`config.mk`:
```
export PLATFORM = sky130hd
export DESIGN_NAME = guest_exception_combiner_core_flat
export DESIGN_NICKNAME = d
export VERILOG_FILES = /design/src/rtl/gec_pkg.sv /design/src/rtl/gec_if.sv /design/src/rtl/guest_exception_combiner_core.sv /design/src/flat_wrapper.sv
export VERILOG_INCLUDE_DIRS = /design/src /design/src/rtl
export SDC_FILE = /design/constraint.sdc
export NUM_CORES = 1
export LEC_CHECK = 0
export ABC_AREA = 1
export BUFFER_PORTS_ARGS = -buffer_cell sky130_fd_sc_hd__buf_2
export CAP_MARGIN = 20
export CORE_MARGIN = 4
export CORE_UTILIZATION = 33
export CTS_BUF_LIST = sky130_fd_sc_hd__clkbuf_4 sky130_fd_sc_hd__clkbuf_8
export DETAILED_ROUTE_END_ITERATION = 10
export PLACE_DENSITY = 0.63
export SLEW_MARGIN = 20
export SYNTH_ARGS = -nofsm -noshare
export SYNTH_HDL_FRONTEND = slang
export SYNTH_SLANG_ARGS = --single-unit
```
`constraint.sdc`:
```
create_clock -name clk -period 8.25 [get_ports clk]
set_input_delay 0.4125 -clock clk [delete_from_list [all_inputs] [get_ports clk]]
set_output_delay 0.4125 -clock clk [all_outputs]
set_load 0.01 [all_outputs]
```
`src/rtl/guest_exception_combiner_core_defines.svh`:
```
// ----------------------------------------------------------------------------
// Guest exception combiner assertion macros
// Concurrent assertion helpers for the combiner RTL; empty when SYNTH is set.
// ----------------------------------------------------------------------------
`ifndef GUEST_EXCEPTION_COMBINER_CORE_DEFINES_SVH
`define GUEST_EXCEPTION_COMBINER_CORE_DEFINES_SVH

`ifndef SYNTH
// Same-cycle implication, sampled on clk, off while rst_n is low.
`define GEC_ASSERT_NOW(label, ante, cons) \
    label: assert property (@(posedge clk) disable iff (!rst_n) (ante) |-> (cons)) \
        else $error("guest exception combiner check failed");
// Next-cycle implication, sampled on clk, off while rst_n is low.
`define GEC_ASSERT_NEXT(label, ante, cons) \
    label: assert property (@(posedge clk) disable iff (!rst_n) (ante) |=> (cons)) \
        else $error("guest exception combiner check failed");
`else
`define GEC_ASSERT_NOW(label, ante, cons)
`define GEC_ASSERT_NEXT(label, ante, cons)
`endif

`endif

```
`src/rtl/gec_pkg.sv`:
```
// ----------------------------------------------------------------------------
// Guest exception combiner package
// Word types, command codes, flag positions and x86 vector class helpers.
// ----------------------------------------------------------------------------
`default_nettype none

package gec_pkg;

    typedef enum logic [1:0] {
        CMD_QUEUE     = 2'd0,
        CMD_REQUEST   = 2'd1,
        CMD_VECTORING = 2'd2,
        CMD_SERVICE   = 2'd3
    } cmd_t;

    typedef enum logic [1:0] {
        CLS_BENIGN  = 2'd1,
        CLS_CONTRIB = 2'd2,
        CLS_PF      = 2'd3
    } exc_class_t;

    localparam int unsigned FLAGS_W = 6;

    // Request flag positions
    localparam int unsigned FLAG_INIT   = 0;
    localparam int unsigned FLAG_LAPIC  = 1;
    localparam int unsigned FLAG_EPT    = 2;
    localparam int unsigned FLAG_NMI    = 3;
    localparam int unsigned FLAG_EXC    = 4;
    localparam int unsigned FLAG_TRIPLE = 5;

    localparam logic [4:0] VEC_DE  = 5'd0;
    localparam logic [4:0] VEC_DB  = 5'd1;
    localparam logic [4:0] VEC_NMI = 5'd2;
    localparam logic [4:0] VEC_BP  = 5'd3;
    localparam logic [4:0] VEC_OF  = 5'd4;
    localparam logic [4:0] VEC_DF  = 5'd8;
    localparam logic [4:0] VEC_TS  = 5'd10;
    localparam logic [4:0] VEC_NP  = 5'd11;
    localparam logic [4:0] VEC_SS  = 5'd12;
    localparam logic [4:0] VEC_GP  = 5'd13;
    localparam logic [4:0] VEC_PF  = 5'd14;
    localparam logic [4:0] VEC_AC  = 5'd17;
    localparam logic [4:0] VEC_MC  = 5'd18;
    localparam logic [4:0] VEC_VE  = 5'd20;

    localparam logic [2:0] TYPE_NMI    = 3'd2;
    localparam logic [2:0] TYPE_HW_EXC = 3'd3;

    typedef struct packed {
        cmd_t        cmd;
        logic [4:0]  vector;
        logic [31:0] error_code;
        logic [1:0]  request_id;
        logic [31:0] vectoring_info;
    } item_t;

    typedef struct packed {
        logic        status;
        logic        do_init_vmcs;
        logic        do_lapic_reset;
        logic        do_ept_flush;
        logic        write_error;
        logic [31:0] error_out;
        logic        write_entry;
        logic [31:0] entry_info;
        logic        retain_rip;
        logic        set_resume_flag;
    } result_t;

    function automatic exc_class_t cls_of(input logic [4:0] v);
        exc_class_t c;
        case (v)
            VEC_DE, VEC_TS, VEC_NP, VEC_SS, VEC_GP: c = CLS_CONTRIB;
            VEC_PF, VEC_VE:                         c = CLS_PF;
            default:                                c = CLS_BENIGN;
        endcase
        return c;
    endfunction

    function automatic logic has_error(input logic [4:0] v);
        logic e;
        case (v)
            VEC_DF, VEC_TS, VEC_NP, VEC_SS, VEC_GP, VEC_PF, VEC_AC: e = 1'b1;
            default:                                                e = 1'b0;
        endcase
        return e;
    endfunction

    function automatic logic is_fault(input logic [4:0] v);
        logic f;
        case (v)
            VEC_NMI, VEC_DB, VEC_BP, VEC_OF, VEC_DF, VEC_MC: f = 1'b0;
            default:                                         f = 1'b1;
        endcase
        return f;
    endfunction

endpackage

`default_nettype wire

```
`src/rtl/gec_if.sv`:
```
// ----------------------------------------------------------------------------
// Guest exception combiner channels
// Valid/ready channels for command words and result words.
// ----------------------------------------------------------------------------
`default_nettype none

interface gec_item_if;
    import gec_pkg::*;

    logic  valid;
    logic  ready;
    item_t data;

    modport source (output valid, output data, input ready);
    modport sink   (input valid, input data, output ready);
endinterface

interface gec_result_if;
    import gec_pkg::*;

    logic    valid;
    logic    ready;
    result_t data;

    modport source (output valid, output data, input ready);
    modport sink   (input valid, input data, output ready);
endinterface

`default_nettype wire

```
`src/rtl/guest_exception_combiner_core.sv`:
```
// ----------------------------------------------------------------------------
// Guest exception combiner core
// Merges queued guest exceptions by x86 class rules and services requests.
// ----------------------------------------------------------------------------
// Each accepted command word's result word is registered and offered in the next cycle.
// Throughput: one command word per cycle while result.ready holds; the single
//   result register is the only stage; it reloads on the edge its word is taken.
// Reset (rst_n low, asynchronous): no exception pending, all request flags
//   clear, saved vectoring info zero, result register empty.
// ----------------------------------------------------------------------------
`default_nettype none
`include "guest_exception_combiner_core_defines.svh"

module guest_exception_combiner_core (
    input  wire logic    clk,
    input  wire logic    rst_n,
    gec_item_if.sink     item,
    gec_result_if.source result
);
    import gec_pkg::*;

    // ------------------------------------------------------------------
    // Architectural state
    // ------------------------------------------------------------------
    logic               pend_valid_reg,   pend_valid_next;
    logic [4:0]         pend_vector_reg,  pend_vector_next;
    logic [31:0]        pend_error_reg,   pend_error_next;
    logic [FLAGS_W-1:0] flags_reg,        flags_next;
    logic [31:0]        saved_vec_reg,    saved_vec_next;

    // Result register (output stage)
    logic    res_valid_reg;
    result_t res_reg;
    result_t res_next;

    // Queue path scratch
    exc_class_t  pend_cls;
    exc_class_t  new_cls;
    logic [4:0]  q_vec;
    logic [31:0] q_err;

    // Service path scratch
    logic [4:0]  sv_vec;
    logic        sv_deliver;

    logic accept;

    // Take a new word whenever the output stage is empty or drains this cycle.
    assign item.ready   = !res_valid_reg || result.ready;
    assign accept       = item.valid && item.ready;
    assign result.valid = res_valid_reg;
    assign result.data  = res_reg;

    // Class of what is pending; an empty slot counts as benign.
    assign pend_cls = pend_valid_reg ? cls_of(pend_vector_reg) : CLS_BENIGN;
    assign new_cls  = cls_of(item.data.vector);

    // Service sees vector 0 when the slot is empty.
    assign sv_vec     = pend_valid_reg ? pend_vector_reg : 5'd0;
    assign sv_deliver = has_error(sv_vec);

    // ------------------------------------------------------------------
    // Command decode and state update
    // ------------------------------------------------------------------
    always_comb
    begin
        pend_valid_next  = pend_valid_reg;
        pend_vector_next = pend_vector_reg;
        pend_error_next  = pend_error_reg;
        flags_next       = flags_reg;
        saved_vec_next   = saved_vec_reg;
        res_next         = '0;
        q_vec            = item.data.vector;
        q_err            = item.data.error_code;

        unique case (item.data.cmd)
            CMD_QUEUE:
            begin
                if (pend_valid_reg && (pend_vector_reg == VEC_DF) &&
                    (new_cls != CLS_BENIGN))
                begin
                    // Fault on top of a pending double fault: shut down.
                    flags_next[FLAG_TRIPLE] = 1'b1;
                end
                else
                begin
                    // Contributory on contributory, or non-benign after a
                    // page fault, folds into a double fault with error 0.
                    if (((pend_cls == CLS_CONTRIB) && (new_cls == CLS_CONTRIB)) ||
                        ((pend_cls == CLS_PF) && (new_cls != CLS_BENIGN)))
                    begin
                        q_vec = VEC_DF;
                        q_err = '0;
                    end
                    pend_valid_next       = 1'b1;
                    pend_vector_next      = q_vec;
                    pend_error_next       = has_error(q_vec) ? q_err : '0;
                    flags_next[FLAG_EXC]  = 1'b1;
                end
            end

            CMD_REQUEST:
            begin
                flags_next = flags_reg | (FLAGS_W'(1) << item.data.request_id);
            end

            CMD_VECTORING:
            begin
                saved_vec_next = item.data.vectoring_info;
            end

            CMD_SERVICE:
            begin
                if (flags_reg[FLAG_INIT])
                begin
                    flags_next[FLAG_INIT] = 1'b0;
                    res_next.do_init_vmcs = 1'b1;
                end

                if (flags_reg[FLAG_TRIPLE])
                begin
                    // Report shutdown only; leave the pending slot alone.
                    flags_next[FLAG_TRIPLE] = 1'b0;
                    res_next.status         = 1'b1;
                end
                else
                begin
                    if (flags_reg[FLAG_LAPIC])
                    begin
                        flags_next[FLAG_LAPIC]  = 1'b0;
                        res_next.do_lapic_reset = 1'b1;
                    end
                    if (flags_reg[FLAG_EPT])
                    begin
                        flags_next[FLAG_EPT]  = 1'b0;
                        res_next.do_ept_flush = 1'b1;
                    end

                    if (flags_reg[FLAG_EXC])
                    begin
                        // Inject the pending hardware exception.
                        flags_next[FLAG_EXC] = 1'b0;
                        pend_valid_next      = 1'b0;
                        if (sv_deliver)
                        begin
                            res_next.write_error = 1'b1;
                            res_next.error_out   = pend_error_reg;
                        end
                        res_next.write_entry = 1'b1;
                        res_next.entry_info  = {1'b1, 19'd0, sv_deliver, TYPE_HW_EXC,
                                                3'd0, sv_vec};
                        if (is_fault(sv_vec))
                        begin
                            res_next.retain_rip      = 1'b1;
                            res_next.set_resume_flag = 1'b1;
                        end
                    end
                    else if (flags_reg[FLAG_NMI])
                    begin
                        flags_next[FLAG_NMI] = 1'b0;
                        res_next.write_entry = 1'b1;
                        res_next.entry_info  = {1'b1, 19'd0, 1'b0, TYPE_NMI,
                                                3'd0, VEC_NMI};
                    end
                    else if (saved_vec_reg[31])
                    begin
                        // Replay the interrupted delivery word as saved.
                        res_next.write_entry = 1'b1;
                        res_next.entry_info  = saved_vec_reg;
                        saved_vec_next       = '0;
                    end
                end
            end

            default:
            begin
            end
        endcase
    end

    // ------------------------------------------------------------------
    // State and result registers
    // ------------------------------------------------------------------
    always_ff @(posedge clk or negedge rst_n)
    begin
        if (!rst_n)
        begin
            pend_valid_reg  <= 1'b0;
            pend_vector_reg <= '0;
            pend_error_reg  <= '0;
            flags_reg       <= '0;
            saved_vec_reg   <= '0;
            res_valid_reg   <= 1'b0;
        end
        else
        begin
            if (accept)
            begin
                pend_valid_reg  <= pend_valid_next;
                pend_vector_reg <= pend_vector_next;
                pend_error_reg  <= pend_error_next;
                flags_reg       <= flags_next;
                saved_vec_reg   <= saved_vec_next;
                res_valid_reg   <= 1'b1;
            end
            else if (result.ready)
            begin
                res_valid_reg <= 1'b0;
            end
        end
    end

    // Result payload holds until replaced by the next accepted word.
    always_ff @(posedge clk)
    begin
        if (accept)
        begin
            res_reg <= res_next;
        end
    end

    // ------------------------------------------------------------------
    // Checks
    // ------------------------------------------------------------------
    `GEC_ASSERT_NOW(a_pend_tracks_exc_flag, 1'b1, pend_valid_reg == flags_reg[FLAG_EXC])
    `GEC_ASSERT_NOW(a_error_needs_entry, res_valid_reg && res_reg.write_error,
                    res_reg.write_entry)
    `GEC_ASSERT_NOW(a_triple_blocks_inject, res_valid_reg && res_reg.status,
                    !res_reg.write_entry && !res_reg.do_lapic_reset && !res_reg.do_ept_flush)
    `GEC_ASSERT_NEXT(a_plain_cmd_quiet, accept && (item.data.cmd != CMD_SERVICE),
                     res_valid_reg && (res_reg == '0))

endmodule

`default_nettype wire

```
`src/flat_wrapper.sv`:
```
// flat-port wrapper written by rule: the top's interface ports become plain ports
module guest_exception_combiner_core_flat import gec_pkg::*;
  (clk, rst_n, item_valid, item_data, item_ready, result_valid, result_data, result_ready);
  gec_item_if item_i ();
  gec_result_if result_i ();
  input  wire logic clk;
  input  wire logic rst_n;
  input wire logic [$bits(item_i.valid)-1:0] item_valid;
  input wire logic [$bits(item_i.data)-1:0] item_data;
  output wire logic [$bits(item_i.ready)-1:0] item_ready;
  output wire logic [$bits(result_i.valid)-1:0] result_valid;
  output wire logic [$bits(result_i.data)-1:0] result_data;
  input wire logic [$bits(result_i.ready)-1:0] result_ready;
  assign item_i.valid = item_valid;
  assign item_i.data = item_data;
  assign item_ready = item_i.ready;
  assign result_valid = result_i.valid;
  assign result_data = result_i.data;
  assign result_i.ready = result_ready;
  guest_exception_combiner_core u_core (.clk(clk), .rst_n(rst_n), .item(item_i), .result(result_i));
endmodule
```
# Yosys cells after proc, flatten, opt, wreduce, memory -nomap -nowiden

Index checks and enable logic that the tools add are counted.

Logic and storage cells: 153
Output and inout bits: 74
Input port bits: 77
Register bits: 149

Equal/unequal tests: 46
Bitwise operators: 6
Multiplexer cells: 42
Shifts and indexed selects: 1
Reduce and logical (&&, ||, !) cells: 36

Operators by type and width:

| cell                 | count |
|---|---|
| $mux W32             | 5 |
| $mux W33             | 4 |
| $eq A5 B4 Y1 const B | 23 |
| $pmux W32 S2         | 1 |
| $mux W31             | 1 |
| $eq A5 B5 Y1 const B | 5 |
| $mux W5              | 4 |
| $mux W1              | 19 |
| $reduce_or A5 Y1     | 3 |
| $reduce_or A7 Y1     | 2 |
| $eq A2 B2 Y1 const B | 5 |
| $eq A5 B2 Y1 const B | 2 |
| $logic_not A5 Y1     | 2 |
| $reduce_and A5 Y1    | 2 |
| $reduce_and A3 Y1    | 3 |
| $ne A2 B1 Y1 const B | 4 |
| $ne A2 B2 Y1 const B | 4 |
| $pmux W2 S2          | 2 |
| $pmux W4 S2          | 1 |
| $reduce_and A4 Y1    | 2 |
| $reduce_bool A2 Y1   | 4 |
| $or A6 B6 Y6         | 1 |
| $pmux W2 S3          | 1 |
| $reduce_and A6 Y1    | 1 |
| 18 further kinds     | 30 |

# Logic depth before layout (Yosys ltp)

Gate-level depths: netlist (run 1).

Depth in word-level cells: 16
Gate-level depth with buffers: 14
Mapped depth without buffers: 13

# Worst setup path after synthesis (run 1)

No wires, ideal clock.

Path type: input -> register
From: input port result_ready
To: register u_core.flags_reg[3]
Stages on the path: 8
Required time: 8.124 ns
Arrival: 2.867 ns
Path slack: 5.256 ns
Setup time: 0.126 ns
Buffers on the path: 0
Cell sequence: inv_1 > nand2_2 > nand2_1 > inv_1 > nand2_1 > a21oi_1 > inv_1 > o32a_1

Word-level cells in the longest chain between the ends: 3

Ends and longest elaborated chain:

| element                     | RTL line                             | RTL |
|---|---|---|
| from (decl)                 | flat_wrapper.sv:13                   | `input wire logic [$bits(result_i.ready)-1:0] result_ready;` |
| $logic_or A1 B1 Y1          | guest_exception_combiner_core.sv:49  | `assign item.ready = !res_valid_reg \|\| result.ready;` |
| named net item_ready        | flat_wrapper.sv:10                   | `output wire logic [$bits(item_i.ready)-1:0] item_ready;` |
| $logic_and A1 B1 Y1         | guest_exception_combiner_core.sv:50  | `assign accept = item.valid && item.ready;` |
| named net u_core.accept     | guest_exception_combiner_core.sv:46  | `logic accept;` |
| $reduce_and A4 Y1 (no line) | --                                   |  |
| to (signal assigned)        | guest_exception_combiner_core.sv:202 | `flags_reg <= flags_next;` |
| to (decl)                   | guest_exception_combiner_core.sv:28  | `logic [FLAGS_W-1:0] flags_reg, flags_next;` |

The timed path passes the listed nets, and every way through them passes these cells.
A chain may end at the register's enable or synchronous reset.

# Worst setup path after layout (run 1)

From: register u_core.res_valid_reg (netlist: u_core.result.valid)
To: register u_core.saved_vec_reg[7]

Word-level cells in the longest chain between the ends: 4

Ends and longest elaborated chain:

| element                     | RTL line                             | RTL |
|---|---|---|
| from (decl)                 | guest_exception_combiner_core.sv:32  | `logic res_valid_reg;` |
| from (signal assigned)      | guest_exception_combiner_core.sv:193 | `res_valid_reg <= 1'b0;` |
| from (signal assigned)      | guest_exception_combiner_core.sv:204 | `res_valid_reg <= 1'b1;` |
| from (signal assigned)      | guest_exception_combiner_core.sv:208 | `res_valid_reg <= 1'b0;` |
| $logic_not A1 Y1            | guest_exception_combiner_core.sv:49  |  |
| $logic_or A1 B1 Y1          | guest_exception_combiner_core.sv:49  |  |
| $logic_and A1 B1 Y1         | guest_exception_combiner_core.sv:50  |  |
| $reduce_and A6 Y1 (no line) | --                                   |  |
| to (signal assigned)        | guest_exception_combiner_core.sv:203 | `saved_vec_reg <= saved_vec_next;` |
| to (decl)                   | guest_exception_combiner_core.sv:29  | `logic [31:0] saved_vec_reg, saved_vec_next;` |

No other way between the ends.

==> flow_summary.json, run 1 <==
{
  "status": "completed",
  "synth_area_per_cell_um2": 9.42,
  "rows": 50,
  "syn_inst": 682,
  "clk_transition_reported_paths_ns": 0.09,
  "skew_ns": 0.0119,
  "firstDrtPassIters": 7,
  "diodes": 0,
  "globalplace.congestion": 0.803,
  "setup_violations": 0,
  "crit_chain": "nand2_2 -> nand2_1 -> nor3_4 -> inv_2 -> nor2_2 -> o21ai_0",
  "rr_startpoint": "u_core.result.valid$_DFFE_PN0P_",
  "worst_pin_slew_ns": 0.901,
  "cts_setup_buffers": 0,
  "synth_area_um2": 6420,
  "required_ns": 8.53,
  "r2r_cells": 6,
  "worstPathMaxFanout": 27,
  "drv_cap": 0,
  "cp_slowest_stage_delay_ns": 0.71,
  "io_buffers": 150,
  "hold_violations": 0,
  "core_um2": 18900,
  "crit_start": "u_core.result.valid$_DFFE_PN0P_",
  "dr_total_vias": 4902,
  "crit_type": "flop to flop",
  "fin_nets": 902,
  "path_buf_inv": 1,
  "rsz0062_at_grt": "no",
  "track_usage": 0.140,
  "cts_resized": 0,
  "hold_class": "primary input to async pin",
  "slew_headroom": 0.399,
  "critPathSlowestCell": "nor2_2",
  "viasPerCell": 4.46,
  "cts_tree": "yes",
  "final_cell_area_um2": 7730,
  "final_max_slew_viol_count": 0,
  "crit_path_end": "u_core.saved_vec_reg[7]$_DFFE_PN0P_",
  "grt_pass1_wl_um": 24100,
  "mostFrequentLayoutCells": "buf_2 (149), inv_1 (120), nand2_1 (108), nor2_1 (108), dfrtp_1 (77)",
  "hold_buffers": 0,
  "grt_max_degree": 78,
  "cp-start-kind": "flop",
  "reg2reg_to": "u_core.saved_vec_reg[7]$_DFFE_PN0P_",
  "antenna_found_initial": 0,
  "p_per_area_nw_per_um2": 222,
  "clock_path_buffers": 2,
  "wire_per_inst_um": 14.0,
  "ios": 151,
  "crit_arrival_ns": 2.73,
  "drive_above_1_share": 0.252,
  "synthToLayoutAreaGrowth_pct": 20.4,
  "die-area_um2": 21800,
  "vdd_drop_max_mv": 0.110,
  "root_buffer": "clkbuf_8",
  "largest_reg_flops": 70,
  "die_h_um": 147,
  "synth_cell_type_count": 33,
  "ant_nets": 0,
  "cp-end-kind": "flop",
  "clk_latency_ns": 0.44,
  "ys_warn_count": 0,
  "synth_nets": 759,
  "final.period_utilization": 0.297,
  "path_delay_family": "simple AND/OR/NAND/NOR gates",
  "initial_utilization": 0.340,
  "clkSinkCount": 147,
  "cts_buffers": 17,
  "drc": 0,
  "placed_cell_area_um2": 7330,
  "drt_wl_total_um": 15400,
  "place_hpwl_um": 9980,
  "fmax_mhz": 408,
  "grt_pass1_vias": 4767,
  "ys_seq_area_frac": 0.627,
  "cts_max_level": 4,
  "r2r_setup_slack_ns": 5.80,
  "fin_setup_tns_ns": 0,
  "fin_crit_ns": 2.45,
  "synth_seq_cells": 147,
  "globalRouteOverflowTotal": 0,
  "die_w_um": 147,
  "p_leak_uw": 0.00374,
  "final_common_cell": "buf_2",
  "drtIter0Drc": 245,
  "cp.depth": 6
}
## worst min-delay path by stage
| stage | startpoint | endpoint | slack [ns] | cells after the start |
|---|---|---|---|---|
| floorplan | rst_n | async pin | 0.12 | 0 |
| global placement | u_core.pend_error_reg[0]$_DFFE_PN0P_ | u_core.pend_error_reg[0]$_DFFE_PN0P_ | 0.46 | 2 |
| detailed placement | u_core.pend_error_reg[25]$_DFFE_PN0P_ | u_core.pend_error_reg[25]$_DFFE_PN0P_ | 0.46 | 2 |
| CTS | rst_n | u_core.pend_error_reg[30]$_DFFE_PN0P_ | 0.16 | 1 |
| global route | rst_n | u_core.pend_error_reg[30]$_DFFE_PN0P_ | 0.04 | 1 |
| finish | rst_n | u_core.pend_error_reg[30]$_DFFE_PN0P_ | 0.005 | 1 |
## cells in the mapped netlist, drive strengths merged
cell type	instances	share of area
inv	126	0.074
nand2	117	0.073
nor2	112	0.067
dfrtp	77	0.30
nand3	77	0.063
edfxtp	70	0.33
o21ai	43	0.034
buf	17	0.022
clkbuf	13	0.0094
a21oi	9	0.0070
nor3	6	0.0055
o22ai	5	0.0049
nor4	2	0.0019
a2111oi	1	0.0014
a211oi	1	0.0012
a21boi	1	0.0029
a221oi	1	0.0014
nand4	1	0.00097
o211ai	1	0.0012
o22a	1	0.0014
o32a	1	0.0016
## cell type report
type / count / area (µm²)
clock buffers: 19 / 249
multi-input cells: 379 / 1720
clock inverters: 13 / 135
repair buffers: 154 / 795
well taps: 260 / 325
fillers: 1917 / 11200
inverters: 126 / 474
flip-flops and latches: 147 / 4030
## power breakdown
group          switching, µW  internal [µW]  total (µW)
logic                    172           85.1         257
clock network            282            275         557
registers               42.2            862         904
## kinds of logic after synthesis
kind of cell	share of synthesized area
compound gates	0.0563
simple gates	0.211
buf+inv	0.105
flops	0.627
## per-layer routing
metal / vias up / global-route usage / share of wire
li1: 2437 / - / -
met1: 2284 / 0.191 / 0.48
met2: 171 / 0.218 / 0.44
met3: 10 / 0.0469 / 0.073
met4: 0 / 0.0336 / 0.0075
met5: - / 0 / 0
## through the flow
stage	setup slack [ns]	total power [µW]	utilization	std cells	hold WS, ns
after floorplan	5.26	1090	-	682	0.117
after global placement	5.03	1170	0.388	1065	0.462
after detailed placement	4.90	1180	0.388	1065	0.465
after CTS	5.24	1740	0.408	1097	0.160
after global routing	5.58	1810	0.409	1098	0.0378
final	5.80	1720	0.409	1098	0.00500
## worst register-to-register path: stages (launching register included)
cell and delay [ns]:
dfrtp_1 0.39, nand2_2 0.08, nand2_1 0.23, nor3_4 0.54, inv_2 0.14, nor2_2 0.71
o21ai_0 0.20
(Power assumes the default switching activity.)
==> inputs of run 2 (changes only) <==
PLACE_DENSITY = 0.65   (was 0.63)
clock period = 2.1 ns   (was 8.25 ns; I/O delays follow)
==> run 2 against run 1 <==
- first-iteration DRC count increased by 26%
- largest cell class unchanged
- power increased to 4.1 times the previous value
- die area unchanged
==> flow_summary.json, run 2 (synthesized netlist as in run 1, its figures left out) <==
{
  "status": "completed",
  "drt_wl_total_um": 16500,
  "root_buffer": "clkbuf_8",
  "wire_per_inst_um": 14.0,
  "rows": 50,
  "globalRouteOverflowTotal": 0,
  "switching_share": 0.278,
  "crit_arrival_ns": 2.24,
  "fin_util": 0.457,
  "cp-start-kind": "flop",
  "cp_common_cell": "nand2_2",
  "vdd_drop_max_mv": 0.327,
  "track_usage": 0.157,
  "hold_class": "primary input to flop",
  "io_buffers": 150,
  "die_w_um": 147,
  "place_hpwl_um": 10300,
  "core_um2": 18900,
  "p_leak_uw": 0.00412,
  "dr_total_vias": 5251,
  "cts_max_level": 4,
  "cts_resized": 0,
  "intPower_uw": 5050,
  "power_uw": 6990,
  "cp-end-kind": "flop",
  "crit_chain": "inv_1 -> nand2_1 -> a21oi_1 -> nor2_1 -> nand2_2 -> nand2_2 -> nor2_2 -> nand2_2 -> nand2_4 -> nand3_1 -> nand2_1",
  "globalplace.congestion": 0.818,
  "slew_headroom": 0.666,
  "seq_area_um2": 4030,
  "clkSinkCount": 147,
  "diodes": 0,
  "power_switching_uw": 1950,
  "setup_violations": 0,
  "p_seq_frac": 0.510,
  "path_buf_inv": 1,
  "die_h_um": 147,
  "viasPerCell": 4.45,
  "skew_ns": 0.0116,
  "mostFrequentLayoutCells": "buf_2 (149), inv_1 (120), nor2_1 (108), nand2_1 (106), dfrtp_1 (77)",
  "required_ns": 2.48,
  "comb_power_share": 0.165,
  "firstDrtPassIters": 4,
  "clkPwrFrac": 0.326,
  "fmax_mhz": 538,
  "grt_pass1_wl_um": 27400,
  "p_per_area_nw_per_um2": 810,
  "ios": 151,
  "initial_utilization": 0.340,
  "largest_reg_flops": 70,
  "fin_nets": 984,
  "rsz0062_at_grt": "no",
  "final.period_utilization": 0.885,
  "ant_nets": 0,
  "final_common_cell": "buf_2",
  "clk_latency_ns": 0.44,
  "clock_path_buffers": 2,
  "drc": 0,
  "critPathSlowestCell": "dfrtp_1",
  "hold_violations": 0,
  "cp_slowest_stage_delay_ns": 0.47,
  "crit_type": "flop to flop",
  "drv_cap": 0,
  "cts_buffers": 17,
  "worst_pin_slew_ns": 0.489,
  "cts_tree": "yes",
  "antenna_found_initial": 0,
  "fill_cells": 1820,
  "path_delay_family": "simple AND/OR/NAND/NOR gates",
  "fin_setup_tns_ns": 0,
  "synthToLayoutAreaGrowth_pct": 34.5,
  "multi_input_area_um2": 1740,
  "clk_transition_reported_paths_ns": 0.08,
  "drtIter0Drc": 308,
  "fin_crit_ns": 1.86,
  "final_max_slew_viol_count": 0,
  "worstPathMaxFanout": 32,
  "cts_setup_buffers": 0,
  "grt_max_degree": 47,
  "drive_above_1_share": 0.239,
  "die-area_um2": 21800,
  "grt_pass1_vias": 5417
}
-- run 2: changes by cell type in the layout (fill, tap and decap cells not counted), moves of 2 or more --
cell and change:
buf_12 +6, buf_4 +3, clkbuf_8 +4, clkinv_2 -3, clkinv_4 -3, dlygate4sd3_1 +75
nand2_1 -2
-- run 2: path summary, 6_finish.rpt --
path	startpoint	endpoint	slack [ns]	cells after the start
min in group asynchronous	rst_n	u_core.pend_error_reg[4]$_DFFE_PN0P_	0.16	2
worst min-delay path	item_data[67]	u_core.pend_vector_reg[1]$_DFFE_PN0P_	0.04	3
worst max-delay path	u_core.pend_vector_reg[1]$_DFFE_PN0P_	u_core.pend_error_reg[25]$_DFFE_PN0P_	0.24	11
worst max register to register	u_core.pend_vector_reg[1]$_DFFE_PN0P_	u_core.pend_error_reg[25]$_DFFE_PN0P_	0.24	11
worst min register to register	u_core.pend_error_reg[5]$_DFFE_PN0P_	u_core.pend_error_reg[5]$_DFFE_PN0P_	0.48	2
max in group asynchronous	rst_n	u_core.saved_vec_reg[8]$_DFFE_PN0P_	1.33	3
-- run 2: area by class of cell --
type,instances,share of cell area
Clock inverter,9,0.0119
Inverter,126,0.0552
Clock buffer,23,0.0352
Timing Repair Buffer,236,0.192
Tap cell,260,0.0377
Sequential cell,147,0.466
Multi-Input combinational cell,379,0.201
-- run 2: what timing repair did --
item,CTS,global route
hold buffers,75,0
endpoints found under the setup margin,0,0
endpoints found under the hold margin,104,0
-- run 2: power by group through the flow --
stage	clock (µW)	combinational, µW	sequential [µW]
after global routing	2470	1320	3600
after CTS	2350	1170	3560
after detailed placement	0	1050	3620
after floorplan	0	650	3620
final	2280	1150	3560
after global placement	0	1030	3610
-- run 2: tightest hold or removal path: cells and delay by family --
| family | cells | cell delay [ns] |
|---|---|---|
| AO/OA/AOI/OAI | 1 | 0.09 |
| AND/OR/NAND/NOR | 1 | 0.11 |
| buffers and inverters | 1 | 0.13 |
-- run 2: per-layer routing --
metal  vias to the layer above  track usage  part of all wire
met3                        22       0.0411             0.072
li1                       2605            -                 -
met5                         -            0                 0
met1                      2408        0.203              0.45
met4                         0       0.0517             0.013
met2                       216        0.259              0.47
-- run 2: stage by stage --
stage                     area, µm²  instances  hold WS (ns)  setup slack (ns)
after floorplan                6440        682        -0.191            -0.141
after global placement         7480       1073        0.0922             0.292
after detailed placement       7480       1073        0.0909             0.254
after CTS                      8640       1180       0.00969             0.233
after global routing           8640       1180        0.0480            0.0708
final                          8640       1180        0.0421             0.241
